--- config.mk ---
export PLATFORM = sky130hd
export DESIGN_NAME = halfsiphash_keyed_hash
export DESIGN_NICKNAME = d
export VERILOG_FILES = /design/src/hsh_pkg.sv /design/src/hsh_front.sv /design/src/hsh_queue.sv /design/src/hsh_core.sv /design/src/halfsiphash_keyed_hash.sv
export SDC_FILE = /design/constraint.sdc
export NUM_CORES = 1
export LEC_CHECK = 0
export ABC_CLOCK_PERIOD_IN_PS = 10900
export BUFFER_PORTS_ARGS = -buffer_cell sky130_fd_sc_hd__buf_2
export CORE_MARGIN = 10
export CORE_UTILIZATION = 30
export DETAILED_ROUTE_END_ITERATION = 12
export GPL_ROUTABILITY_DRIVEN = 1
export GPL_TIMING_DRIVEN = 0
export PLACE_DENSITY = 0.43
export SETUP_SLACK_MARGIN = 0.4
export SKIP_CTS_REPAIR_TIMING = 1
export SYNTH_ARGS = -nofsm -noshare
export SYNTH_HDL_FRONTEND = slang
export SYNTH_SLANG_ARGS = --single-unit
--- constraint.sdc ---
create_clock -name aclk -period 10.9 [get_ports aclk]
set_input_delay 1.09 -clock aclk [delete_from_list [all_inputs] [get_ports aclk]]
set_output_delay 1.09 -clock aclk [all_outputs]
set_load 0.1 [all_outputs]
--- src/hsh_pkg.sv ---
// shared types, constants and the mixing round of the keyed hash block
// no dependencies; imported by every module of the block
package hsh_pkg;

    localparam logic [31:0] IV_LO       = 32'h6c796765;
    localparam logic [31:0] IV_HI       = 32'h74656462;
    localparam logic [31:0] FINAL_TWEAK = 32'h000000ff;
    localparam int unsigned FIN_ROUNDS  = 4;

    typedef logic [3:0][31:0] hsh_state_t;

    typedef enum logic [1:0] {
        KIND_WORD,
        KIND_LAST_FULL,
        KIND_LAST_PART
    } hsh_kind_t;

    typedef struct packed {
        logic [31:0] word;
        logic [7:0]  len;
        logic        first;
        hsh_kind_t   kind;
    } hsh_entry_t;

    function automatic logic [31:0] rotl(input logic [31:0] x, input int unsigned n);
        return (x << n) | (x >> (32 - n));
    endfunction

    function automatic hsh_state_t sip_round(input hsh_state_t v_in);
        hsh_state_t v;
        v    = v_in;
        v[0] = v[0] + v[1];
        v[1] = rotl(v[1], 5) ^ v[0];
        v[0] = rotl(v[0], 16);
        v[2] = v[2] + v[3];
        v[3] = rotl(v[3], 8) ^ v[2];
        v[0] = v[0] + v[3];
        v[3] = rotl(v[3], 7) ^ v[0];
        v[2] = v[2] + v[1];
        v[1] = rotl(v[1], 13) ^ v[2];
        v[2] = rotl(v[2], 16);
        return v;
    endfunction

    function automatic hsh_state_t key_state(input logic [63:0] key);
        hsh_state_t v;
        v[0] = key[31:0];
        v[1] = key[63:32];
        v[2] = IV_LO ^ key[31:0];
        v[3] = IV_HI ^ key[63:32];
        return v;
    endfunction

endpackage

--- src/hsh_front.sv ---
// input side: accepts message words, tracks message length, classifies words
// depends on hsh_pkg; feeds hsh_queue
module hsh_front import hsh_pkg::*; (
    input  logic        aclk,
    input  logic        aresetn,
    input  logic        s_valid,
    output logic        s_ready,
    input  logic [31:0] s_message_word,
    input  logic [2:0]  s_bytes_valid,
    input  logic        s_last,
    input  logic        q_full,
    output logic        q_push,
    output hsh_entry_t  q_entry
);

    logic [7:0] count_reg, count_next;
    logic       open_reg, open_next;
    logic       accept;
    logic [2:0] eff_bytes;
    logic [7:0] len_sum;

    assign s_ready = !q_full;
    assign accept  = s_valid && s_ready;
    assign q_push  = accept;

    always_comb begin
        // short counts only matter on the last word
        if (!s_last || s_bytes_valid > 3'd4) begin
            eff_bytes = 3'd4;
        end else begin
            eff_bytes = s_bytes_valid;
        end
        len_sum = (open_reg ? count_reg : 8'd0) + {5'd0, eff_bytes};

        q_entry.len   = len_sum;
        q_entry.first = !open_reg;
        if (!s_last) begin
            q_entry.kind = KIND_WORD;
        end else if (eff_bytes == 3'd4) begin
            q_entry.kind = KIND_LAST_FULL;
        end else begin
            q_entry.kind = KIND_LAST_PART;
        end

        unique case (eff_bytes)
            3'd0:    q_entry.word = 32'd0;
            3'd1:    q_entry.word = {24'd0, s_message_word[7:0]};
            3'd2:    q_entry.word = {16'd0, s_message_word[15:0]};
            3'd3:    q_entry.word = {8'd0, s_message_word[23:0]};
            default: q_entry.word = s_message_word;
        endcase

        count_next = count_reg;
        open_next  = open_reg;
        if (accept) begin
            count_next = s_last ? 8'd0 : len_sum;
            open_next  = !s_last;
        end
    end

    always_ff @(posedge aclk) begin
        if (!aresetn) begin
            count_reg <= 8'd0;
            open_reg  <= 1'b0;
        end else begin
            count_reg <= count_next;
            open_reg  <= open_next;
        end
    end

endmodule

--- src/hsh_queue.sv ---
// short register queue between the input side and the mixing core
// depends on hsh_pkg for the entry type
module hsh_queue import hsh_pkg::*; #(
    parameter int DEPTH = 2
) (
    input  logic       aclk,
    input  logic       aresetn,
    input  logic       push,
    input  hsh_entry_t push_entry,
    input  logic       pop,
    output hsh_entry_t pop_entry,
    output logic       full,
    output logic       empty
);

    localparam int PTR_W = $clog2(DEPTH);
    localparam int CNT_W = $clog2(DEPTH + 1);

    hsh_entry_t       mem_reg [DEPTH];
    logic [PTR_W-1:0] wr_ptr_reg, wr_ptr_next;
    logic [PTR_W-1:0] rd_ptr_reg, rd_ptr_next;
    logic [CNT_W-1:0] count_reg, count_next;
    logic             push_ok, pop_ok;

    assign full      = (count_reg == CNT_W'(DEPTH));
    assign empty     = (count_reg == '0);
    assign push_ok   = push && !full;
    assign pop_ok    = pop && !empty;
    assign pop_entry = mem_reg[rd_ptr_reg];

    always_comb begin
        wr_ptr_next = wr_ptr_reg;
        rd_ptr_next = rd_ptr_reg;
        count_next  = count_reg;
        if (push_ok) begin
            wr_ptr_next = (wr_ptr_reg == PTR_W'(DEPTH - 1)) ? '0 : wr_ptr_reg + 1'b1;
        end
        if (pop_ok) begin
            rd_ptr_next = (rd_ptr_reg == PTR_W'(DEPTH - 1)) ? '0 : rd_ptr_reg + 1'b1;
        end
        if (push_ok && !pop_ok) begin
            count_next = count_reg + 1'b1;
        end else if (pop_ok && !push_ok) begin
            count_next = count_reg - 1'b1;
        end
    end

    always_ff @(posedge aclk) begin
        if (!aresetn) begin
            wr_ptr_reg <= '0;
            rd_ptr_reg <= '0;
            count_reg  <= '0;
        end else begin
            wr_ptr_reg <= wr_ptr_next;
            rd_ptr_reg <= rd_ptr_next;
            count_reg  <= count_next;
        end
    end

    always_ff @(posedge aclk) begin
        if (push_ok) begin
            mem_reg[wr_ptr_reg] <= push_entry;
        end
    end

`ifndef SYNTHESIS
    a_count_bound: assert property (@(posedge aclk) disable iff (!aresetn)
        count_reg <= CNT_W'(DEPTH))
        else $error("queue count above depth");
    a_count_grow: assert property (@(posedge aclk) disable iff (!aresetn)
        (push_ok && !pop_ok) |=> count_reg == $past(count_reg) + 1'b1)
        else $error("queue count did not follow a push");
    a_full_ptrs: assert property (@(posedge aclk) disable iff (!aresetn)
        full |-> wr_ptr_reg == rd_ptr_reg)
        else $error("queue full with pointers apart");
`endif

endmodule

--- src/hsh_core.sv ---
// mixing core: one round per cycle unless idle or stalled, absorbs words, finalizes and holds the result
// depends on hsh_pkg; takes classified words from hsh_queue
module hsh_core import hsh_pkg::*; (
    input  logic        aclk,
    input  logic        aresetn,
    input  logic [63:0] key,
    input  logic        q_valid,
    input  hsh_entry_t  q_entry,
    output logic        q_pop,
    output logic        m_valid,
    input  logic        m_ready,
    output logic [31:0] m_hash_value
);

    localparam int CNT_W = $clog2(FIN_ROUNDS);
    localparam logic [CNT_W-1:0] FIN_LAST = CNT_W'(FIN_ROUNDS - 1);

    typedef enum logic [1:0] {
        ST_IDLE,
        ST_ABS1,
        ST_ABS2,
        ST_FIN
    } state_t;

    state_t           state_reg, state_next;
    hsh_state_t       v_reg, v_next;
    logic [31:0]      m_reg, m_next;
    logic [31:0]      tail_reg, tail_next;
    logic             tail_pend_reg, tail_pend_next;
    logic             final_reg, final_next;
    logic [CNT_W-1:0] fin_cnt_reg, fin_cnt_next;
    logic             out_valid_reg, out_valid_next;
    logic [31:0]      hash_reg, hash_next;

    hsh_state_t       base, rnd_in, rnd_out;
    logic [31:0]      entry_m;

    assign m_valid      = out_valid_reg;
    assign m_hash_value = hash_reg;

    always_comb begin
        base    = q_entry.first ? key_state(key) : v_reg;
        entry_m = (q_entry.kind == KIND_LAST_PART) ? {q_entry.len, q_entry.word[23:0]}
                                                   : q_entry.word;

        unique case (state_reg)
            ST_IDLE: begin
                rnd_in    = base;
                rnd_in[3] = base[3] ^ entry_m;
            end
            ST_ABS1: begin
                rnd_in    = v_reg;
                rnd_in[3] = v_reg[3] ^ m_reg;
            end
            default: rnd_in = v_reg;
        endcase
        rnd_out = sip_round(rnd_in);

        state_next     = state_reg;
        v_next         = v_reg;
        m_next         = m_reg;
        tail_next      = tail_reg;
        tail_pend_next = tail_pend_reg;
        final_next     = final_reg;
        fin_cnt_next   = fin_cnt_reg;
        hash_next      = hash_reg;
        out_valid_next = out_valid_reg && !m_ready;
        q_pop          = 1'b0;

        unique case (state_reg)
            ST_IDLE: begin
                if (q_valid) begin
                    q_pop          = 1'b1;
                    v_next         = rnd_out;
                    m_next         = entry_m;
                    tail_next      = {q_entry.len, 24'd0};
                    tail_pend_next = (q_entry.kind == KIND_LAST_FULL);
                    final_next     = (q_entry.kind != KIND_WORD);
                    state_next     = ST_ABS2;
                end
            end
            ST_ABS1: begin
                v_next     = rnd_out;
                state_next = ST_ABS2;
            end
            ST_ABS2: begin
                v_next    = rnd_out;
                v_next[0] = rnd_out[0] ^ m_reg;
                if (!final_reg) begin
                    state_next = ST_IDLE;
                end else if (tail_pend_reg) begin
                    m_next         = tail_reg;
                    tail_pend_next = 1'b0;
                    state_next     = ST_ABS1;
                end else begin
                    v_next[2]    = rnd_out[2] ^ FINAL_TWEAK;
                    fin_cnt_next = '0;
                    state_next   = ST_FIN;
                end
            end
            ST_FIN: begin
                if (fin_cnt_reg != FIN_LAST) begin
                    v_next       = rnd_out;
                    fin_cnt_next = fin_cnt_reg + 1'b1;
                end else if (!out_valid_reg || m_ready) begin
                    hash_next      = rnd_out[1] ^ rnd_out[3];
                    out_valid_next = 1'b1;
                    final_next     = 1'b0;
                    state_next     = ST_IDLE;
                end
            end
            default: state_next = ST_IDLE;
        endcase
    end

    always_ff @(posedge aclk) begin
        if (!aresetn) begin
            state_reg     <= ST_IDLE;
            tail_pend_reg <= 1'b0;
            final_reg     <= 1'b0;
            fin_cnt_reg   <= '0;
            out_valid_reg <= 1'b0;
        end else begin
            state_reg     <= state_next;
            tail_pend_reg <= tail_pend_next;
            final_reg     <= final_next;
            fin_cnt_reg   <= fin_cnt_next;
            out_valid_reg <= out_valid_next;
        end
        v_reg    <= v_next;
        m_reg    <= m_next;
        tail_reg <= tail_next;
        hash_reg <= hash_next;
    end

`ifndef SYNTHESIS
    a_idle_no_tail: assert property (@(posedge aclk) disable iff (!aresetn)
        state_reg == ST_IDLE |-> !tail_pend_reg)
        else $error("tail block left pending in idle");
    a_tail_final: assert property (@(posedge aclk) disable iff (!aresetn)
        tail_pend_reg |-> final_reg)
        else $error("tail pending on a non-final word");
    a_result_src: assert property (@(posedge aclk) disable iff (!aresetn)
        $rose(out_valid_reg) |-> $past(state_reg) == ST_FIN)
        else $error("result raised outside finalization");
`endif

endmodule

--- src/halfsiphash_keyed_hash.sv ---
// top level of the keyed 32-bit halfsiphash-2-4 block: key register and the
// input side, word queue and mixing core; depends on hsh_pkg, hsh_front,
// hsh_queue and hsh_core
//
// usage:
//  - cfg_*: 64-bit key write, always ready; write it only while the block is idle.
//    bits 31:0 seed state word 0, bits 63:32 state word 1
//  - s_*: message words, little-endian, first byte in bits 7:0. a word with
//    s_last high ends the message and carries 0 to 4 valid bytes; other words
//    always count as four bytes
//  - m_*: one 32-bit hash word per message, after its last word
// timing:
//  - the core runs one mixing round per cycle unless it is idle with no word or
//    held by an untaken result; each word is absorbed in ST_IDLE and ST_ABS2
//  - after the last word, the core runs FIN_ROUNDS finalization rounds in ST_FIN
//    and raises m_valid; a full last word first adds an extra tail block
// reset (aresetn low, synchronous): key zero, no message open, queue empty,
// no result pending
// receiver stall: the hash word is held in the output register; the core keeps
// absorbing the next message and waits only when its next hash is due; when the
// queue fills, s_ready drops
module halfsiphash_keyed_hash import hsh_pkg::*; #(
    parameter int QUEUE_DEPTH = 2
) (
    input  logic        aclk,
    input  logic        aresetn,
    // key write
    input  logic        cfg_valid,
    output logic        cfg_ready,
    input  logic [63:0] cfg_hash_key,
    // message words
    input  logic        s_valid,
    output logic        s_ready,
    input  logic [31:0] s_message_word,
    input  logic [2:0]  s_bytes_valid,
    input  logic        s_last,
    // hash words
    output logic        m_valid,
    input  logic        m_ready,
    output logic [31:0] m_hash_value
);

    logic [63:0] key_reg, key_next;

    // classified word path between front and core
    hsh_entry_t  push_entry;
    hsh_entry_t  pop_entry;
    logic        q_push;
    logic        q_pop;
    logic        q_full;
    logic        q_empty;

    // key writes are never refused
    assign cfg_ready = 1'b1;

    always_comb begin
        key_next = key_reg;
        if (cfg_valid && cfg_ready) begin
            key_next = cfg_hash_key;
        end
    end

    always_ff @(posedge aclk) begin
        if (!aresetn) begin
            key_reg <= 64'd0;
        end else begin
            key_reg <= key_next;
        end
    end

    // front: length tracking, tail masking, word kind
    hsh_front u_front (
        .aclk           (aclk),
        .aresetn        (aresetn),
        .s_valid        (s_valid),
        .s_ready        (s_ready),
        .s_message_word (s_message_word),
        .s_bytes_valid  (s_bytes_valid),
        .s_last         (s_last),
        .q_full         (q_full),
        .q_push         (q_push),
        .q_entry        (push_entry)
    );

    // decouples word intake from the round loop
    hsh_queue #(
        .DEPTH (QUEUE_DEPTH)
    ) u_queue (
        .aclk       (aclk),
        .aresetn    (aresetn),
        .push       (q_push),
        .push_entry (push_entry),
        .pop        (q_pop),
        .pop_entry  (pop_entry),
        .full       (q_full),
        .empty      (q_empty)
    );

    // back: rounds, finalization, output register
    hsh_core u_core (
        .aclk         (aclk),
        .aresetn      (aresetn),
        .key          (key_reg),
        .q_valid      (!q_empty),
        .q_entry      (pop_entry),
        .q_pop        (q_pop),
        .m_valid      (m_valid),
        .m_ready      (m_ready),
        .m_hash_value (m_hash_value)
    );

endmodule
==> out/qor.csv, run 1 <==
stage,metric,value,unit
die,die width,306,µm
grt,gr ovfl total,0,
die,Core Box Area,80800,µm²
sta,final count of negative-setup-slack endpoints,0,
worst_hold_path,Hold Crit Endpoint,u_core.fin_cnt_reg[1],
final_layout,n_diodes,0,
critical_path,r2r startpoint,u_core.state_reg[1],
critical_path,Worst R2R End,u_core.m_hash_value[31],
route,Final ANT Viol Nets,0,
synth,Synth Register Bits,371,
die,die height,306,µm
synth,syn_nets,2667,
die,initial core utilization,30.4,%
critical_path,WP data required,11.28,ns
critical_path,CP max FO,10,
grt,first-pass GRT wire length,153,mm
grt,largest net degree at the start of global routing,63,
synth,syn_area_per_cell,10.1,µm²
critical_path,R2R depth,26,
clock_network,CTS HTree Levels,2,
route,routed length per instance,29.9,µm
synth,Synth Flop Type,edfxtp_1,
final_layout,Fill cells,8247,
sta,Slew HR,-2.06,%
synth,register area share after synthesis,41.9,%
worst_hold_path,Hold Path Depth,2,
critical_path,Bufs and invs on worst path,4,
route,Via density,5.30,
critical_path,critical path arrival,10.84,ns
die,Die Footprint,93800,µm²
die,# rows,104,
final_layout,Final Instance Area,28600,µm²
status,failing checks,max-slew violations,
route,drt pass-1 iters,5,
clock_network,CTS tree,yes,
synth,Mapped Area,24600,µm²
placement,Post-Place Cells,3632,
sta,Fmax,0.0956,GHz
worst_hold_path,hold crit path type,register to register,
final_layout,layout cells sized above 1,12.1,%
placement,gpl congestion,0.972,
critical_path,Crit path top cell by count,nand2_1,
sta,measured slew at the worst slew-check pin,1.53,ns
placement,dpl hpwl,93.5,mm
synth,Cells after Synth,2428,
sta,count of final hold-check violations,0,
route,vias,19700,
status,status,"complete, but fails checks",
placement,IO buf count,136,
final_layout,nets@finish,2863,
clock_network,"Reg clk slew, reported paths",0.06,ns
sta,RSZ-0062 raised after global routing,false,
route,final wirelength,111,mm
critical_path,Worst setup SP type,register,
route,Initial DRC Count,1700,
final_layout,fin util,35.3,%
clock_network,TritonCTS Sinks,371,
synth,Synth Warn #,0,
synth,"EDFF count, synth",286,
sta,final max-slew violation count,2,
placement,pre-CTS WS,-0.520,ns
run,maxcap violations,0,
critical_path,kind of critical path,register to register,
worst_hold_path,Worst Hold Launch,u_core.fin_cnt_reg[1],
sta,post-route clock period utilization,95.9,%
sta,clk_skew,0.0281,ns
clock_network,Worst-Skew Late Latency,0.62,ns
clock_network,CTS Buffer Depth,3,
sta,crit path time final,10.46,ns
critical_path,crit path capture type,register,
clock_network,root buffer cell,clkbuf_16,
placement,placed cell area,26800,µm²
final_layout,multi-input logic area,13700,µm²
route,Post-route DRC,0,
critical_path,reg2reg setup slack,0.44,ns
die,# IOs,140,
synth,"FFs w/ async S/R, synth",0,%
synth,synth unique cells,105,
final_layout,area grow syn2layout,16.2,%
clock_network,CTS buffer count,48,
critical_path,Crit path max-delay family,compound AO/OA/AOI/OAI gates,
final_layout,register area,10300,µm²
sta,post-route setup slack,0.445,ns
final_layout,number of flip-flops in the largest register,128,
grt,vias in the first global route,19500,
final_layout,Non-Filler Instances,3724,
grt,gr usage total,23.0,%
critical_path,CP max-delay cell,nor3_2,
grt,initial antenna violation count,3,
critical_path,delay of the slowest cell on the worst path,0.81,ns
cells in the mapped netlist, types with 5 or more instances:
| cell | number | area (µm²) |
|---|---|---|
| a211oi_1 | 12 | 90.1 |
| a21boi_0 | 7 | 52.6 |
| a21o_1 | 50 | 375 |
| a21oi_1 | 147 | 736 |
| a221oi_1 | 21 | 184 |
| a22oi_1 | 13 | 97.6 |
| a31oi_1 | 17 | 106 |
| and2_1 | 33 | 206 |
| and3_1 | 17 | 106 |
| buf_1 | 10 | 37.5 |
| buf_2 | 7 | 35.0 |
| clkbuf_1 | 69 | 259 |
| dfxtp_1 | 85 | 1700 |
| edfxtp_1 | 286 | 8590 |
| fa_1 | 5 | 100 |
| ha_1 | 129 | 1610 |
| inv_1 | 96 | 360 |
| mux2_2 | 9 | 101 |
| mux2i_1 | 141 | 1410 |
| nand2_1 | 306 | 1150 |
| nand2b_1 | 26 | 163 |
| nand3_1 | 32 | 160 |
| nand4_1 | 21 | 131 |
| nor2_1 | 88 | 330 |
| nor2b_1 | 107 | 669 |
| nor3_1 | 15 | 75.1 |
| nor4_1 | 5 | 31.3 |
| o211ai_1 | 12 | 90.1 |
| o21a_1 | 14 | 105 |
| o21ai_0 | 117 | 586 |
| o21ai_1 | 8 | 40.0 |
| o21bai_1 | 24 | 180 |
| o221ai_1 | 6 | 52.6 |
| o22ai_1 | 7 | 43.8 |
| o31a_1 | 5 | 43.8 |
| o31ai_1 | 9 | 67.6 |
| or3_1 | 11 | 68.8 |
| xnor2_1 | 177 | 1550 |
| xnor2_2 | 8 | 130 |
| xnor3_1 | 5 | 113 |
| xor2_1 | 157 | 1380 |
| xor2_2 | 10 | 163 |
cell families after synthesis:
logic type      synth area share (%)
mux                             6.25
other cells                   0.0153
xor+xnor                        14.1
buf+inv                         3.00
compound gates                  14.1
simple gates                    13.7
flops                           41.9
fa+ha+maj                       6.97
layout make-up:
cell class / instances / area share [%]
repair buffers: 146 / 2.93
plain buffers: 91 / 1.34
clock inverters: 32 / 1.30
multi-input cells: 1869 / 47.8
clock buffers: 58 / 4.63
well taps: 1060 / 4.65
flip-flops and latches: 371 / 36.0
inverters: 97 / 1.28
worst register-to-register path: stages (launching register included):
cell and delay (ns):
dfxtp_1 0.30, clkbuf_1 0.28, nor3_2 0.81, clkbuf_2 0.49
clkbuf_2 0.51, buf_1 0.69, nand2_1 0.41, nand2_1 0.17
ha_1 0.21, and3_1 0.25, nand2_1 0.09, or4b_4 0.61
a21oi_1 0.28, o21ai_0 0.21, a21boi_1 0.56, a21oi_1 0.22
xnor2_2 0.47, ha_1 0.41, a2111o_1 0.42, o31ai_1 0.54
o21ai_0 0.42, and3_1 0.28, a2111oi_0 0.44, o211ai_2 0.19
xor2_2 0.21, xnor2_2 0.36, xor2_1 0.40
cell usage in the layout, fill, tap and decap left out, types with 96 or more instances in the layout:
cell type	Yosys	final
a21oi_1	147	147
buf_2	7	143
edfxtp_1	286	286
ha_1	129	129
inv_1	96	96
mux2i_1	141	141
nand2_1	306	305
nor2b_1	107	107
o21ai_0	117	116
xnor2_1	177	175
xor2_1	157	153
how the worst max path moves through the flow:
stage	start	endpoint	cells past startpoint
6_report	u_core.state_reg[1]	u_core.m_hash_value[31]	26
5_1_grt	u_core.state_reg[1]	u_core.m_hash_value[31]	28
4_1_cts	register	u_core.m_hash_value[31]	27
3_5_place_dp	u_core.state_reg[1]	u_core.m_hash_value[31]	26
3_3_place_gp	register	u_core.m_hash_value[31]	31
2_1_floorplan	register	u_core.m_hash_value[31]	30
layer usage:
| metal | wire (µm) | global-route usage, % |
|---|---|---|
| met1 | 49200 | 30.4 |
| met4 | 4360 | 8.14 |
| met5 | 0 | 0 |
| met3 | 6120 | 3.20 |
| met2 | 51500 | 38.0 |
stage by stage:
stage	setup TNS (ns)	hold WS, ns
finish	0	0.507
CTS	-3.29	0.507
floorplan	0	0.458
global placement	-3.26	0.480
detailed placement	-2.49	0.496
global route	0	0.539
Power of run 1 is not shown: default switching activity piles up to over one toggle a cycle in this logic, so the estimate is an artifact.
==> inputs of run 2 (changes only) <==
--- a/config.mk
+++ b/config.mk
@@ -8,11 +8,11 @@
 export ABC_CLOCK_PERIOD_IN_PS = 10900
 export BUFFER_PORTS_ARGS = -buffer_cell sky130_fd_sc_hd__buf_2
 export CORE_MARGIN = 10
-export CORE_UTILIZATION = 30
+export CORE_UTILIZATION = 62
 export DETAILED_ROUTE_END_ITERATION = 12
 export GPL_ROUTABILITY_DRIVEN = 1
 export GPL_TIMING_DRIVEN = 0
-export PLACE_DENSITY = 0.43
+export PLACE_DENSITY = 0.79
 export SETUP_SLACK_MARGIN = 0.4
 export SKIP_CTS_REPAIR_TIMING = 1
 export SYNTH_ARGS = -nofsm -noshare
==> run 2 against run 1 <==
- the flow finishes with violations (max-capacitance violations, max-slew violations)
- critical path depth is 3 higher
- utilization grew 35 points
- clock-buffer cell count down 8
- critical endpoint unchanged
- highest routed layer unchanged
==> out/qor.csv, run 2 (synthesis gave the netlist of run 1 again) <==
stage,metric,value,unit,change
status,status,"complete, but fails checks",,
status,failing checks,"max-capacitance violations, max-slew violations",,
critical_path,delay of the slowest cell on the worst path,0.92,ns,+0.11 ns
placement,dpl hpwl,77.8,mm,-17%
clock_network,CTS Buffer Depth,3,,unchanged
critical_path,CP max-delay cell,clkbuf_1,,
placement,IO buf count,136,,unchanged
grt,gr usage total,40.5,%,+17 points
clock_network,root buffer cell,clkbuf_16,,
critical_path,Crit path max-delay family,compound AO/OA/AOI/OAI gates,,
route,final wirelength,99.7,mm,-10%
clock_network,Worst-Skew Late Latency,0.60,ns,-0.02 ns
die,Die Footprint,48000,µm²,-49%
critical_path,r2r startpoint,u_core.state_reg[1],,
critical_path,Crit path top cell by count,a21oi_1,,
route,Post-route DRC,0,,unchanged
route,Final ANT Viol Nets,0,,unchanged
clock_network,CTS buffer count,40,,-17%
grt,initial antenna violation count,2,,-1
route,vias,21500,,+8.8%
sta,measured slew at the worst slew-check pin,1.54,ns,+0.0107 ns
clock_network,"Reg clk slew, reported paths",0.07,ns,about the same
sta,setup tns final,0,ns,unchanged
die,initial core utilization,63.2,%,+33 points
die,Core Box Area,38900,µm²,-52%
placement,gpl congestion,1.19,,+23%
clock_network,CTS HTree Levels,2,,unchanged
critical_path,Worst R2R End,u_core.m_hash_value[31],,
clock_network,CTS tree,yes,,
route,Initial DRC Count,3918,,+130%
die,# IOs,140,,unchanged
worst_hold_path,hold crit path type,register to register,,
final_layout,number of flip-flops in the largest register,128,,unchanged
grt,largest net degree at the start of global routing,65,,+3.2%
grt,vias in the first global route,20200,,+3.8%
worst_hold_path,Worst Hold Launch,u_front.count_reg[0],,
sta,Slew HR,-3.65,%,-1.6 points
clock_network,TritonCTS Sinks,371,,unchanged
critical_path,kind of critical path,register to register,,
final_layout,most frequent cells in the layout,"nand2_1, edfxtp_1, xnor2_1",,
sta,final max-slew violation count,12,,+10
critical_path,crit path capture type,register,,
run,maxcap violations,2,,+2
die,die width,219,µm,-28%
critical_path,WP data required,11.30,ns,+0.02 ns
sta,RSZ-0062 raised after global routing,false,,
sta,clk_skew,0.0310,ns,+0.00293 ns
sta,final count of negative-setup-slack endpoints,0,,unchanged
worst_hold_path,Hold Path Depth,2,,unchanged
die,# rows,72,,-31%
sta,crit path time final,10.24,ns,-0.210 ns
route,drt pass-1 iters,7,,+2
final_layout,"most common cell after layout, fill and taps aside",nand2_1,,
sta,post-route clock period utilization,94.0,%,-1.9 points
sta,count of final hold-check violations,0,,unchanged
critical_path,reg2reg setup slack,0.66,ns,+0.21 ns
route,routed length per instance,31.5,µm,+5.3%
critical_path,critical path arrival,10.65,ns,-0.19 ns
final_layout,layout cells sized above 1,11.5,%,-0.57 points
sta,Fmax,0.0976,GHz,+2.1%
final_layout,nets@finish,2856,,-0.24%
critical_path,Bufs and invs on worst path,4,,unchanged
worst_hold_path,Hold Crit Endpoint,u_front.count_reg[0],,
die,die height,219,µm,-28%
critical_path,R2R depth,29,,+12%
critical_path,CP max FO,10,,unchanged
grt,gr ovfl total,0,,unchanged
critical_path,Worst setup SP type,register,,
grt,first-pass GRT wire length,139,mm,-9.2%
final_layout,area grow syn2layout,12.0,%,
route,Via density,6.78,,+28%
run 2: per-layer routing:
metal  vias up  GRT usage (%)  share of wire [%]  wire (µm)
met5         -              0                  0          0
met4         0           28.4                8.2       8150
met3       439           12.0                 14      14300
met2      1901           58.8                 42      41500
met1     10100           51.2                 36      35700
li1       9065              -                  -          -
run 2: how the worst max path moves through the flow:
stage | startpoint | endpoint | cells past startpoint
final | u_core.state_reg[1] | u_core.m_hash_value[31] | 29
after global routing | u_core.state_reg[1] | u_core.m_hash_value[31] | 33
after CTS | u_core.state_reg[1] | u_core.m_hash_value[31] | 33
after detailed placement | u_core.state_reg[1] | u_core.m_hash_value[31] | 33
after global placement | register | u_core.m_hash_value[31] | 32
after floorplan | register | u_core.m_hash_value[31] | 30
run 2: final cells by class:
| cell class | count | area (µm²) |
|---|---|---|
| fillers | 2872 | 11400 |
| repair buffers | 147 | 863 |
| clock inverters | 23 | 255 |
| clock buffers | 50 | 1120 |
| inverters | 97 | 364 |
| plain buffers | 91 | 383 |
| well taps | 518 | 648 |
| multi-input cells | 1869 | 13600 |
| flip-flops and latches | 371 | 10300 |
| diodes | 3 | 7.51 |
run 2: worst register-to-register path, delay by kind of cell (launching register included):
kind	cells	cell delay, ns
XOR/XNOR	6	2.39
flip-flops	1	0.30
AO/OA/AOI/OAI	11	2.64
adder cells (fa/ha/maj)	2	0.88
AND/OR/NAND/NOR	5	1.29
multiplexers	1	0.65
buffers and inverters	4	1.92
run 2: through the flow:
| stage | worst slack, ns | util (%) | area (µm²) | hold slack [ns] | instances |
|---|---|---|---|---|---|
| after floorplan | 3.72 | - | 24600 | 0.458 | 2428 |
| after global placement | 0.139 | 66.6 | 25900 | 0.473 | 3082 |
| after detailed placement | 0.509 | 67.1 | 26100 | 0.479 | 3090 |
| after CTS | 0.422 | 70.6 | 27500 | 0.515 | 3163 |
| after global routing | 0.515 | 70.7 | 27500 | 0.548 | 3166 |
| final | 0.655 | 70.7 | 27500 | 0.513 | 3169 |
Power of run 2 is left out for the same reason.
